==> src/sv/bce_pkg.sv <==
// Package: constants and discharge curve tables for the battery charge estimator.
`default_nettype none

package bce_pkg;

    localparam int PACK_W    = 14;
    localparam int CELL_W    = 13;
    localparam int PCT_W     = 7;
    localparam int DELTA_W   = 9;   // widest segment is 300 mV
    localparam int FACTOR_W  = 14;
    localparam int FRAC_W    = 16;  // reciprocal scale, 2^16
    localparam int SEG_N     = 7;
    localparam int SEG_W     = 3;
    localparam int CFG_IDX_W = 2;
    localparam int CFG_DAT_W = 7;

    localparam logic [CELL_W-1:0] CELL_MAX_MV    = 13'd4200;
    localparam logic [CELL_W-1:0] CELL_MIN_MV    = 13'd3000;
    localparam logic [CELL_W-1:0] ABSENT_CELL_MV = 13'd3850;

    // register indexes
    localparam logic [CFG_IDX_W-1:0] REG_LOW_THRESHOLD  = 2'd0;
    localparam logic [CFG_IDX_W-1:0] REG_CRIT_THRESHOLD = 2'd1;
    localparam logic [CFG_IDX_W-1:0] REG_SENSOR_PRESENT = 2'd2;

    localparam logic [PCT_W-1:0] LOW_THRESHOLD_RST  = 7'd20;
    localparam logic [PCT_W-1:0] CRIT_THRESHOLD_RST = 7'd5;

    // Segment i spans SEG_LO_MV[i] .. next breakpoint up.
    localparam logic [CELL_W-1:0] SEG_LO_MV [SEG_N] =
        '{13'd4000, 13'd3850, 13'd3700, 13'd3600, 13'd3500, 13'd3300, 13'd3000};
    localparam logic [PCT_W-1:0] SEG_BASE_PCT [SEG_N] =
        '{7'd90, 7'd70, 7'd50, 7'd30, 7'd15, 7'd5, 7'd0};
    // ceil(2^16 * span_pct / span_mv); error stays under 1/denominator for d <= 300
    localparam logic [FACTOR_W-1:0] SEG_FACTOR [SEG_N] =
        '{14'd3277, 14'd8739, 14'd8739, 14'd13108, 14'd9831, 14'd3277, 14'd1093};

endpackage

`default_nettype wire

==> src/sv/battery_charge_estimator.sv <==
// Top level: four-stage pipelined state-of-charge estimator for a 2S pack.
//
//  channel | direction | words                                         | handshake
//  s_      | in        | pack_millivolts, charge_active                | s_valid / s_ready
//  m_      | out       | cell_millivolts, charge_percent, low/crit/chg | m_valid / m_ready
//  cfg_    | in        | cfg_index, cfg_wdata                          | cfg_wen, no wait
//
// One word per cycle while m_ready stays high; m_valid is the stage 4 valid bit.
// Stages: cell voltage select, clamp and segment lookup, reciprocal multiply,
// final add with threshold compare into the output register.
// Each stage holds when its successor is full and stalled; bubbles get squeezed out.
// aresetn (synchronous) clears the valid bits and restores the register defaults.
`default_nettype none

module battery_charge_estimator
    import bce_pkg::*;
(
    input  wire logic                 aclk,
    input  wire logic                 aresetn,

    input  wire logic                 cfg_wen,
    input  wire logic [CFG_IDX_W-1:0] cfg_index,
    input  wire logic [CFG_DAT_W-1:0] cfg_wdata,

    input  wire logic                 s_valid,
    output logic                      s_ready,
    input  wire logic [PACK_W-1:0]    s_pack_millivolts,
    input  wire logic                 s_charge_active,

    output logic                      m_valid,
    input  wire logic                 m_ready,
    output logic [CELL_W-1:0]         m_cell_millivolts,
    output logic [PCT_W-1:0]          m_charge_percent,
    output logic                      m_low_flag,
    output logic                      m_critical_flag,
    output logic                      m_charging_flag
);

    // ---------------- configuration registers ----------------
    logic [PCT_W-1:0] low_thr_reg;
    logic [PCT_W-1:0] crit_thr_reg;
    logic             sensor_reg;

    always_ff @(posedge aclk) begin
        if (!aresetn) begin
            low_thr_reg  <= LOW_THRESHOLD_RST;
            crit_thr_reg <= CRIT_THRESHOLD_RST;
            sensor_reg   <= 1'b1;
        end else if (cfg_wen) begin
            case (cfg_index)
                REG_LOW_THRESHOLD:  low_thr_reg  <= cfg_wdata;
                REG_CRIT_THRESHOLD: crit_thr_reg <= cfg_wdata;
                REG_SENSOR_PRESENT: sensor_reg   <= cfg_wdata[0];
                default: ;  // unmapped index, dropped
            endcase
        end
    end

    // ---------------- pipeline registers ----------------
    logic                       v1_reg, v2_reg, v3_reg, v4_reg;
    logic                       rdy1, rdy2, rdy3, rdy4;

    logic [CELL_W-1:0]          cell1_reg, cell2_reg, cell3_reg;
    logic                       chg1_reg, chg2_reg, chg3_reg;

    logic [DELTA_W-1:0]         delta2_reg;
    logic [FACTOR_W-1:0]        factor2_reg;
    logic [PCT_W-1:0]           base2_reg, base3_reg;

    logic [PCT_W-1:0]           inc3_reg;

    logic [CELL_W-1:0]          cell4_reg;
    logic [PCT_W-1:0]           pct4_reg;
    logic                       low4_reg, crit4_reg, chg4_reg;

    // A stage may load when empty or when its contents move on this cycle.
    assign rdy4    = !v4_reg || m_ready;
    assign rdy3    = !v3_reg || rdy4;
    assign rdy2    = !v2_reg || rdy3;
    assign rdy1    = !v1_reg || rdy2;
    assign s_ready = rdy1;

    // ---------------- stage 1: cell voltage ----------------
    logic [CELL_W-1:0] cell1_next;
    assign cell1_next = sensor_reg ? s_pack_millivolts[PACK_W-1:1] : ABSENT_CELL_MV;

    always_ff @(posedge aclk) begin
        if (!aresetn) begin
            v1_reg <= 1'b0;
        end else if (rdy1) begin
            v1_reg <= s_valid;
        end
    end

    always_ff @(posedge aclk) begin
        if (rdy1 && s_valid) begin
            cell1_reg <= cell1_next;
            chg1_reg  <= s_charge_active;
        end
    end

    // ---------------- stage 2: clamp and segment pick ----------------
    logic [CELL_W-1:0]  clamp_mv;
    logic [SEG_W-1:0]   seg_sel;
    logic [CELL_W-1:0]  delta_full;
    logic [DELTA_W-1:0] delta2_next;

    always_comb begin
        if (cell1_reg > CELL_MAX_MV) begin
            clamp_mv = CELL_MAX_MV;
        end else if (cell1_reg < CELL_MIN_MV) begin
            clamp_mv = CELL_MIN_MV;
        end else begin
            clamp_mv = cell1_reg;
        end
        // highest segment whose lower breakpoint is at or below the voltage
        seg_sel = SEG_W'(SEG_N - 1);
        for (int i = SEG_N - 1; i >= 0; i--) begin
            if (clamp_mv >= SEG_LO_MV[i]) begin
                seg_sel = SEG_W'(i);
            end
        end
        delta_full  = clamp_mv - SEG_LO_MV[seg_sel];
        delta2_next = delta_full[DELTA_W-1:0];
    end

    always_ff @(posedge aclk) begin
        if (!aresetn) begin
            v2_reg <= 1'b0;
        end else if (rdy2) begin
            v2_reg <= v1_reg;
        end
    end

    always_ff @(posedge aclk) begin
        if (rdy2 && v1_reg) begin
            cell2_reg   <= cell1_reg;
            chg2_reg    <= chg1_reg;
            delta2_reg  <= delta2_next;
            factor2_reg <= SEG_FACTOR[seg_sel];
            base2_reg   <= SEG_BASE_PCT[seg_sel];
        end
    end

    // ---------------- stage 3: scaled increment ----------------
    logic [DELTA_W+FACTOR_W-1:0] prod;
    assign prod = DELTA_W'(delta2_reg) * factor2_reg;

    always_ff @(posedge aclk) begin
        if (!aresetn) begin
            v3_reg <= 1'b0;
        end else if (rdy3) begin
            v3_reg <= v2_reg;
        end
    end

    always_ff @(posedge aclk) begin
        if (rdy3 && v2_reg) begin
            cell3_reg <= cell2_reg;
            chg3_reg  <= chg2_reg;
            base3_reg <= base2_reg;
            inc3_reg  <= prod[FRAC_W +: PCT_W];
        end
    end

    // ---------------- stage 4: percent and flags ----------------
    logic [PCT_W-1:0] pct4_next;
    assign pct4_next = base3_reg + inc3_reg;

    always_ff @(posedge aclk) begin
        if (!aresetn) begin
            v4_reg <= 1'b0;
        end else if (rdy4) begin
            v4_reg <= v3_reg;
        end
    end

    always_ff @(posedge aclk) begin
        if (rdy4 && v3_reg) begin
            cell4_reg <= cell3_reg;
            chg4_reg  <= chg3_reg;
            pct4_reg  <= pct4_next;
            low4_reg  <= (pct4_next <= low_thr_reg);
            crit4_reg <= (pct4_next <= crit_thr_reg);
        end
    end

    assign m_valid           = v4_reg;
    assign m_cell_millivolts = cell4_reg;
    assign m_charge_percent  = pct4_reg;
    assign m_low_flag        = low4_reg;
    assign m_critical_flag   = crit4_reg;
    assign m_charging_flag   = chg4_reg;

`ifndef SYNTH
    // percent never leaves the curve's range
    a_pct_range: assert property (@(posedge aclk) disable iff (!aresetn)
        m_valid |-> (m_charge_percent <= 7'd100))
        else $error("charge_percent above 100");

    // clamped top end reads full
    a_top_full: assert property (@(posedge aclk) disable iff (!aresetn)
        (m_valid && (m_cell_millivolts >= CELL_MAX_MV)) |-> (m_charge_percent == 7'd100))
        else $error("cell at or above max but percent not 100");

    // clamped bottom end reads empty
    a_bottom_empty: assert property (@(posedge aclk) disable iff (!aresetn)
        (m_valid && (m_cell_millivolts <= CELL_MIN_MV)) |-> (m_charge_percent == 7'd0))
        else $error("cell at or below min but percent not 0");

    // a held mid-pipe word keeps its payload
    a_stage2_hold: assert property (@(posedge aclk) disable iff (!aresetn)
        (v2_reg && !rdy3) |=> (v2_reg && $stable(delta2_reg) && $stable(base2_reg)))
        else $error("stage 2 word changed while stalled");
`endif

endmodule

`default_nettype wire

==> config.mk <==
export PLATFORM = sky130hd
export DESIGN_NAME = battery_charge_estimator
export DESIGN_NICKNAME = d
export VERILOG_FILES = /design/src/sv/bce_pkg.sv /design/src/sv/battery_charge_estimator.sv
export SDC_FILE = /design/constraint.sdc
export NUM_CORES = 1
export LEC_CHECK = 0
export BUFFER_PORTS_ARGS = -buffer_cell sky130_fd_sc_hd__buf_2
export CAP_MARGIN = 20
export CORE_UTILIZATION = 41
export CTS_CLUSTER_SIZE = 14
export DETAILED_ROUTE_END_ITERATION = 12
export PLACE_DENSITY_LB_ADDON = 0.3
export SETUP_SLACK_MARGIN = 0.02
export SYNTH_ARGS = -nofsm -noshare
export SYNTH_HDL_FRONTEND = slang
export SYNTH_SLANG_ARGS = --single-unit
==> constraint.sdc <==
create_clock -name aclk -period 6.4 [get_ports aclk]
set_input_delay 0 -clock aclk [delete_from_list [all_inputs] [get_ports aclk]]
set_output_delay 0 -clock aclk [all_outputs]
set_load 0.05 [all_outputs]
==> results of run 1 <==
-- final cells by class --
type | instances | share of cell area [%]
clock buffer | 19 | 4.51
clock inverter | 13 | 1.28
inverter | 115 | 4.50
multi-input combinational | 455 | 44.1
sequential | 121 | 35.9
tap | 265 | 3.45
timing repair buffer | 86 | 6.33
-- logic make-up (layout without fill, tap and decap cells) --
group / after synthesis / in the layout / synth area share, %
xor gates and xnor gates: 17 / 17 / 1.83
and+or+nand+nor: 193 / 193 / 12.4
AOI/OAI and AO/OA: 97 / 97 / 8.75
muxes: 8 / 8 / 0.984
DFF: 121 / 121 / 42.3
buffers and inverters: 126 / 233 / 5.86
adders and majority gates: 140 / 140 / 27.9
-- where the power goes --
part,internal [uW],leakage (uW),switching (uW)
Clock,536,0.000262,340
Sequential,953,0.00110,41.1
Combinational,679,0.00279,830
Total,2170,0.00416,1210
-- per-layer routing --
metal | wire [um] | part of all wire (%)
met4 | 114 | 0.76
met3 | 384 | 2.6
met5 | 0 | 0
met2 | 7280 | 48
met1 | 7240 | 48
-- worst reg2reg max path, stage by stage (launching register included) --
cell,delay (ps)
edfxtp_1,530
and2_1,240
fa_1,560
inv_1,70
fa_1,550
inv_1,60
fa_1,500
fa_1,490
ha_1,320
a21o_1,180
a21oi_1,220
nand2b_1,100
o311a_4,350
o311a_4,380
a311oi_2,290
xnor2_1,110
-- metrics by stage --
| step | cell area, sq um | utilization [%] | std cells |
|---|---|---|---|
| CTS | 9580 | 49.2 | 1073 |
| finish | 9600 | 49.3 | 1074 |
| global placement | 8720 | 44.8 | 1011 |
| global route | 9600 | 49.3 | 1074 |
| detailed placement | 8740 | 44.9 | 1012 |
| floorplan | 8140 | - | 702 |
-- Yosys cell counts (3+ instances only) --
cell | number | area share (%)
a21boi_0 | 3 | 0.28
clkbuf_1 | 8 | 0.37
xor2_1 | 4 | 0.43
edfxtp_1 | 102 | 38
a21o_1 | 8 | 0.74
nand2b_1 | 10 | 0.77
nand3b_1 | 4 | 0.37
xnor2_1 | 13 | 1.4
ha_1 | 70 | 11
dfxtp_1 | 19 | 4.7
buf_2 | 3 | 0.18
a2111oi_2 | 3 | 0.55
mux2i_1 | 8 | 0.98
nor3_1 | 9 | 0.55
nor2_1 | 31 | 1.4
nor2b_1 | 18 | 1.4
inv_1 | 114 | 5.3
nand3_1 | 10 | 0.62
or3_1 | 3 | 0.23
a21oi_2 | 4 | 0.43
o21ai_0 | 15 | 0.92
o21a_1 | 7 | 0.65
nand2_1 | 51 | 2.4
fa_1 | 69 | 17
a21oi_1 | 30 | 1.8
o211ai_1 | 4 | 0.37
and2_1 | 41 | 3.2
-- final timing paths --
path / from / endpoint / cells after the start
worst max-delay path: factor2_reg[11] / inc3_reg[6] / 15
worst min-delay path: s_charge_active / chg1_reg / 2
worst max register to register: factor2_reg[11] / inc3_reg[6] / 15
worst min register to register: cell2_reg[12] / cell3_reg[12] / 0
==> flow_metrics.tcl, run 1 <==
set metrics [dict create \
    worstSetupEndpointType "register" \
    cts_hold_buf 29 \
    grtUsageMet1_pct 22.0 \
    finalCriticalPeriod_ps 5220 \
    n_antenna_cell 0 \
    synth_nets 870 \
    place.gp.congestion 0.861 \
    cts.htree.levels 4 \
    wl_per_cell_um 14.0 \
    clk_path_buf_depth 2 \
    root_buffer "clkbuf_16" \
    io_pins 54 \
    grt_max_degree 38 \
    power.total_uw 3380 \
    vias 5104 \
    start_kind "register" \
    setup_viol 0 \
    grt_pass1_vias 5221 \
    grtUsageTotal_pct 16.5 \
    crit_fanout 9 \
    ant_nets 0 \
    synth_edf_count 102 \
    post-route-period-util_pct 81.6 \
    ff_latch_area_sq_mm 0.00344 \
    worst_slack_ps 1180 \
    crit_chain "and2_1, fa_1, inv_1, fa_1, inv_1, fa_1, fa_1, ha_1, a21o_1, a21oi_1, nand2b_1, o311a_4, o311a_4, a311oi_2, xnor2_1" \
    total_leakage_power_uw 0.00416 \
    max_stage_delay_ps 560 \
    worst_skew_pair.late_latency_ps 410 \
    synth_cells 702 \
    critPathKind "register to register" \
    cts_setup_buffers 0 \
    synthFlopType "edfxtp_1" \
    cts_resized 0 \
    maxCapViolCount 0 \
    grt_first_pass_wirelength_um 25500 \
    met2_usage_pct 26.9 \
    multi_input_area_sq_mm 0.00423 \
    ys_ff_latch 121 \
    dieArea_sq_mm 0.0204 \
    hp-class "input pin to register" \
    grtUsageMet3_pct 3.55 \
    initial_core_util_pct 41.8 \
    vias_per_cell 4.75 \
    fmax_mhz 192 \
    syn_to_final_growth_pct 18.0 \
    drtPass1Iterations 4 \
    async_flop_share_pct 0 \
    slew_violations 0 \
    powerDensity_mw_per_mm2 352 \
    slowest_stage "fa_1" \
    avgSynthCellArea_sq_um 11.6 \
    tightest_slew_ps 694 \
    critPathBufInv 2 \
    tns_ps 0 \
    arrival_ps 5360 \
    route.detailed.drc 0 \
    grt-busiest-layer "met2" \
    fin_nets 964 \
    grt_overflow 0 \
    timing.hold.ws_ps 318 \
    rsz0062_at_grt "false" \
    path_delay_family "adder cells" \
    cp.required_ps 6540 \
    clk_pin_slew_ps 60 \
    antenna_found_initial 0 \
    routed_wl_um 15000 \
    final-hold-violation-count 0 \
    drt_iter0_drc 233 \
    final_common_cell "inv_1" \
    numClockSinks 121 \
    yosysUniqueCellTypes 59 \
    die_h_um 143 \
    crit_top_cell "fa_1" \
    cts_buffers 17 \
    syn-cell-area_sq_mm 0.00814 \
    status "complete, no violations" \
    pre_cts_slack_ps 1220 \
    r2r_slack_ps 1180 \
    drive_above_1_share_pct 13.6 \
    coreArea_sq_mm 0.0195 \
    finClkSkew_ps 12.2 \
    portBuffers 52 \
    cts_tree "built" \
    ys_seq_area_share_pct 42.3 \
    yosysWarnings 0 \
    place_hpwl_um 11700 \
    final_cell_mix "inv_1, edfxtp_1, ha_1" \
    fillers 1736 \
    die_w_um 143 \
    row_count 51 \
    max-slew-margin-rel_pct 53.2 \
    ir_drop_v 0.000211 \
]
Note: power is estimated with default switching activity, not from simulation.
==> run 2, diff against run 1 <==
==> constraint.sdc (replaced) <==
create_clock -name aclk -period 4.6 [get_ports aclk]
set_input_delay 0 -clock aclk [delete_from_list [all_inputs] [get_ports aclk]]
set_output_delay 0 -clock aclk [all_outputs]
set_load 0.05 [all_outputs]
==> run 2 against run 1 <==
The flow now finishes with violations (negative setup slack). Clock skew fell by 3.3 ps. Combinational power rose by 72%. Via count rose by 4.3%. Sequential share of layout area fell by 2.4 points. Power rose by 52%. Fmax rose by 8.0%. Critical path depth rose by 1. Non-clock buffer count rose by 69. Critical path type unchanged.
==> flow_metrics.tcl, run 2 (synthesis results as in run 1) <==
set metrics [dict create \
    placed_cells 1065 \
    cts_tree "built" \
    stdcell_count 1143 \
    arrival_ps 4980 \
    setup_viol 6 \
    stdcell_area_sq_mm 0.0103 \
    row_count 51 \
    p_int_uw 3280 \
    hp-class "input pin to register" \
    portBuffers 52 \
    drt_iter0_drc 228 \
    root_buffer "clkbuf_16" \
    fillers 1675 \
    hp-start "cfg_index[0]" \
    power.total_uw 5140 \
    swShare_pct 36.2 \
    dieArea_sq_mm 0.0204 \
    die_w_um 143 \
    start_kind "register" \
    p_sw_uw 1860 \
    timing.hold.ws_ps 156 \
    worst_slack_ps -233 \
    clk_path_buf_depth 2 \
    finClkSkew_ps 8.99 \
    combPwrFrac_pct 50.6 \
    tightest_slew_ps 717 \
    worst_skew_pair.late_latency_ps 410 \
    finalCriticalPeriod_ps 4830 \
    maxCapViolCount 0 \
    r2r-end "inc3_reg[6]" \
    clk_pin_slew_ps 50 \
    r2r_slack_ps -230 \
    reg2regPathDepth 16 \
    grt_first_pass_wirelength_um 27100 \
    slew_violations 0 \
    grt_overflow 0 \
    io_pins 54 \
    crit_fanout 4 \
    violations "negative setup slack" \
    fmax_mhz 207 \
    multi_input_area_sq_mm 0.00439 \
    cp.required_ps 4750 \
    final_cell_mix "inv_1, edfxtp_1, fa_1" \
    grt_max_degree 24 \
    cts_buffers 17 \
    vias 5324 \
    grtUsageTotal_pct 17.5 \
    max-slew-margin-rel_pct 52.1 \
    critPathKind "register to register" \
    drive_above_1_share_pct 24.1 \
    rsz0062_at_grt "true" \
    vias_per_cell 4.66 \
    worstSetupEndpointType "register" \
    routed_wl_um 16100 \
    total_leakage_power_uw 0.00451 \
    route.detailed.drc 0 \
    numClockSinks 121 \
    min_to "low_thr_reg[6]" \
    wl_per_cell_um 14.0 \
    reg2reg_from "factor2_reg[11]" \
    initial_core_util_pct 41.8 \
    place_hpwl_um 12300 \
    post-route-period-util_pct 105 \
    placed_cell_area_sq_mm 0.00916 \
    status "finished, violations left" \
    cts.htree.levels 4 \
    fin_nets 1033 \
    ant_nets 0 \
    powerDensity_mw_per_mm2 500 \
    place.gp.congestion 0.836 \
    n_antenna_cell 0 \
    ff_latch_area_sq_mm 0.00344 \
    hold_depth 5 \
    drtPass1Iterations 4 \
    p_seq_share_pct 26.6 \
    antenna_found_initial 0 \
    ir_drop_v 0.000326 \
    grt_pass1_vias 5505 \
    utilization_pct 52.8 \
    final_common_cell "inv_1" \
    syn_to_final_growth_pct 26.3 \
    die_h_um 143 \
    final-hold-violation-count 0 \
    pwr-share-clk_pct 22.8 \
    coreArea_sq_mm 0.0195 \
]
[run 2: cell count changes in the layout (fill, tap and decap cells not counted), sizes merged]
cell         previous run  this run
buf                    57       125
dlygate4sd3            29        30
clkinv                  7         8
bufinv                  1         0
[run 2: metal layers]
| metal | part of all wire, % | track usage, % | wire [um] | up-vias |
|---|---|---|---|---|
| met3 | 1.8 | 3.15 | 285 | 21 |
| met1 | 47 | 22.6 | 7610 | 2539 |
| met2 | 49 | 29.2 | 7890 | 69 |
| met4 | 1.7 | 6.51 | 265 | 0 |
| li1 | - | - | - | 2695 |
| met5 | 0 | 0 | 0 | - |
[run 2: power by group through the flow]
stage | registers (uW) | logic [uW] | clock network (uW)
after floorplan | 1400 | 1650 | 0
after global placement | 1390 | 2170 | 0
after detailed placement | 1390 | 2230 | 0
after CTS | 1370 | 2380 | 1190
after global routing | 1380 | 2960 | 1250
final | 1370 | 2600 | 1170
[run 2: per-stage QoR]
stage / setup TNS [ps] / setup WS (ps)
2_1_floorplan: -81.4 / -81.4
3_3_place_gp: -937 / -240
3_5_place_dp: -1250 / -291
4_1_cts: -792 / -233
5_1_grt: -1920 / -416
6_report: -852 / -233
[run 2: timing repair]
action | in CTS | in global routing
endpoints found under the setup margin | 6 | 8
endpoints found under the hold margin | 33 | 0
pin swaps | 2 | 17
hold buffers | 30 | 0
buffers inserted | 9 | 6
gates resized for setup | 12 | 32
[run 2: worst max-delay path, cell delays in order, from the launching register on]
cell and delay [ps]:
edfxtp_1 450, buf_6 170, nand2_4 70, inv_2 40, fa_1 460, buf_4 160
fa_1 510, fa_1 590, fa_1 440, ha_1 320, and3_4 190, o2111ai_2 100
a21oi_4 60, o311a_4 370, o311a_4 340, a311oi_2 220, xnor2_1 100
[run 2: area by class of cell]
class | instances | area share (%)
clock buffers | 19 | 4.21
repair buffers | 155 | 11.2
well taps | 265 | 3.23
clock inverters | 13 | 0.949
flip-flops and latches | 121 | 33.5
multi-input cells | 455 | 42.7
inverters | 115 | 4.20
[run 2: worst max path at each step]
stage,startpoint,cells after the start,endpoint
finish,factor2_reg[11],16,inc3_reg[6]
global route,factor2_reg[9],16,inc3_reg[6]
CTS,factor2_reg[10],15,inc3_reg[6]
detailed placement,factor2_reg[11],15,inc3_reg[6]
global placement,factor2_reg[11],15,inc3_reg[6]
floorplan,factor2_reg[10],15,inc3_reg[6]
==> run 3, diff against run 2 <==
--- a/config.mk
+++ b/config.mk
@@ -7,6 +7,8 @@
 export LEC_CHECK = 0
 export BUFFER_PORTS_ARGS = -buffer_cell sky130_fd_sc_hd__buf_2
 export CAP_MARGIN = 20
+export CORE_ASPECT_RATIO = 1.1
+export CORE_MARGIN = 2
 export CORE_UTILIZATION = 41
 export CTS_CLUSTER_SIZE = 14
 export DETAILED_ROUTE_END_ITERATION = 12
==> constraint.sdc (replaced) <==
create_clock -name aclk -period 6.1 [get_ports aclk]
set_input_delay 0 -clock aclk [delete_from_list [all_inputs] [get_ports aclk]]
set_output_delay 0 -clock aclk [all_outputs]
set_load 0.05 [all_outputs]
==> run 3 against run 2 <==
The flow now finishes without violations. Critical endpoint unchanged. Via count fell by 3.5%. Hold slack lost 14 ps. Clock power is 15% lower. Combinational power is 40% lower. Sequential cell count unchanged. Critical path depth fell by 1. Largest power group unchanged. Largest cell class unchanged. Sequential share of layout area up 2.3 points.
==> flow_metrics.tcl, run 3 (synthesis results as in run 1) <==
set metrics [dict create \
    hp-start "cfg_index[0]" \
    hold_depth 5 \
    grt_overflow 0 \
    ff_latch_area_sq_mm 0.00344 \
    row_count 54 \
    grt_max_degree 25 \
    final_cell_mix "inv_1, edfxtp_1, ha_1" \
    arrival_ps 5330 \
    max-slew-margin-rel_pct 55.1 \
    worst_skew_pair.late_latency_ps 420 \
    fin_nets 964 \
    n_antenna_cell 0 \
    finalCriticalPeriod_ps 5170 \
    start_kind "register" \
    placed_cells 1000 \
    p_seq_share_pct 28.9 \
    antenna_found_initial 0 \
    setup_viol 0 \
    slew_violations 0 \
    grt_first_pass_wirelength_um 24800 \
    syn_to_final_growth_pct 18.4 \
    final_common_cell "inv_1" \
    clk_path_buf_depth 2 \
    routed_wl_um 14900 \
    maxCapViolCount 0 \
    die_h_um 152 \
    tns_ps 0 \
    swShare_pct 35.7 \
    worstSetupEndpointType "register" \
    cts.htree.levels 4 \
    portBuffers 52 \
    cts_resized 0 \
    pwr-share-clk_pct 27.5 \
    grt-busiest-layer "met2" \
    reg2reg_from "factor2_reg[11]" \
    stdcell_area_sq_mm 0.00963 \
    rsz0062_at_grt "false" \
    drtPass1Iterations 4 \
    post-route-period-util_pct 84.7 \
    p_int_uw 2320 \
    cts_buffers 17 \
    ir_drop_v 0.000230 \
    ant_nets 0 \
    drt_iter0_drc 316 \
    cp.required_ps 6260 \
    wl_per_cell_um 14.0 \
    r2r-end "inc3_reg[6]" \
    vias 5136 \
    tightest_slew_ps 667 \
    min_to "low_thr_reg[6]" \
    route.detailed.drc 0 \
    combPwrFrac_pct 43.6 \
    grt_pass1_vias 5073 \
    met2_usage_pct 25.6 \
    die_w_um 138 \
    dieArea_sq_mm 0.0210 \
    io_pins 54 \
    powerDensity_mw_per_mm2 375 \
    multi_input_area_sq_mm 0.00423 \
    finClkSkew_ps 10.5 \
    clk_pin_slew_ps 60 \
    final-hold-violation-count 0 \
    status "complete, no violations" \
    reg2regPathDepth 15 \
    root_buffer "clkbuf_16" \
    fmax_mhz 193 \
    stdcell_count 1061 \
    p_sw_uw 1290 \
    place_hpwl_um 11600 \
    drive_above_1_share_pct 13.7 \
    fillers 1715 \
    cts_tree "built" \
    vias_per_cell 4.84 \
    grtUsageMet1_pct 19.3 \
    total_leakage_power_uw 0.00418 \
    cts_setup_buffers 0 \
    critPathKind "register to register" \
    coreArea_sq_mm 0.0197 \
    place.gp.congestion 0.858 \
    initial_core_util_pct 41.4 \
    numClockSinks 121 \
    crit_fanout 9 \
    grtUsageMet3_pct 2.67 \
    r2r_slack_ps 930 \
    placed_cell_area_sq_mm 0.00875 \
    hp-class "input pin to register" \
    grtUsageTotal_pct 15.1 \
]
-- run 3: cell count changes in the layout (fill, tap and decap cells not counted), sizes merged --
cell	change
dlygate4sd3	-1
clkbuf	-1
buf	-68
clkinvlp	-1
clkinv	-5
inv	+5
bufinv	+2
-- run 3: critical path, cell delays in order, from the launching register on --
cell,delay (ps)
edfxtp_1,540
and2_1,240
fa_1,560
inv_1,70
fa_1,550
inv_1,60
fa_1,500
fa_1,490
ha_1,320
a21o_1,180
a21oi_1,200
nand2b_1,100
o311a_4,350
o311a_4,380
a311oi_2,290
xnor2_1,90
-- run 3: layout make-up --
| type | instances | area share, % |
|---|---|---|
| clock buffer | 18 | 4.46 |
| clock inverter | 14 | 1.69 |
| inverter | 115 | 4.48 |
| multi-input combinational | 455 | 44.0 |
| sequential | 121 | 35.8 |
| tap | 252 | 3.27 |
| timing repair buffer | 86 | 6.39 |
-- run 3: how the worst max path moves through the flow --
stage,startpoint,end,cells past startpoint,slack [ps]
floorplan,factor2_reg[11],inc3_reg[6],16,1200
global placement,factor2_reg[11],inc3_reg[6],14,970
detailed placement,factor2_reg[11],inc3_reg[6],15,950
finish,factor2_reg[11],inc3_reg[6],15,930
global route,delta2_reg[5],inc3_reg[6],15,710
CTS,factor2_reg[11],inc3_reg[6],15,930
-- run 3: through the flow --
stage / utilization [%] / hold slack, ps / power [uW] / setup slack (ps)
after floorplan: - / 98.9 / 2290 / 1200
after global placement: 44.3 / 178 / 2600 / 970
after detailed placement: 44.5 / 188 / 2640 / 948
after CTS: 49.0 / 117 / 3660 / 931
after global routing: 49.0 / 143 / 3930 / 710
final: 49.0 / 142 / 3610 / 932
-- run 3: power groups by stage --
stage | Sequential, uW | Combinational, uW | Clock (uW)
final | 1040 | 1570 | 993
after global routing | 1050 | 1820 | 1050
after CTS | 1040 | 1600 | 1020
after detailed placement | 1060 | 1580 | 0
after global placement | 1060 | 1540 | 0
after floorplan | 1060 | 1230 | 0
-- run 3: what timing repair did --
action,in CTS,in global routing
setup endpoints to repair,0,0
hold endpoints to repair,33,0
hold buffers,29,0
-- run 3: layer usage --
metal | share of wire (%) | wire, um | vias to the layer above
li1 | - | - | 2547
met1 | 46 | 6830 | 2481
met2 | 50 | 7410 | 86
met3 | 2.6 | 392 | 22
met4 | 1.8 | 267 | 0
met5 | 0 | 0 | -
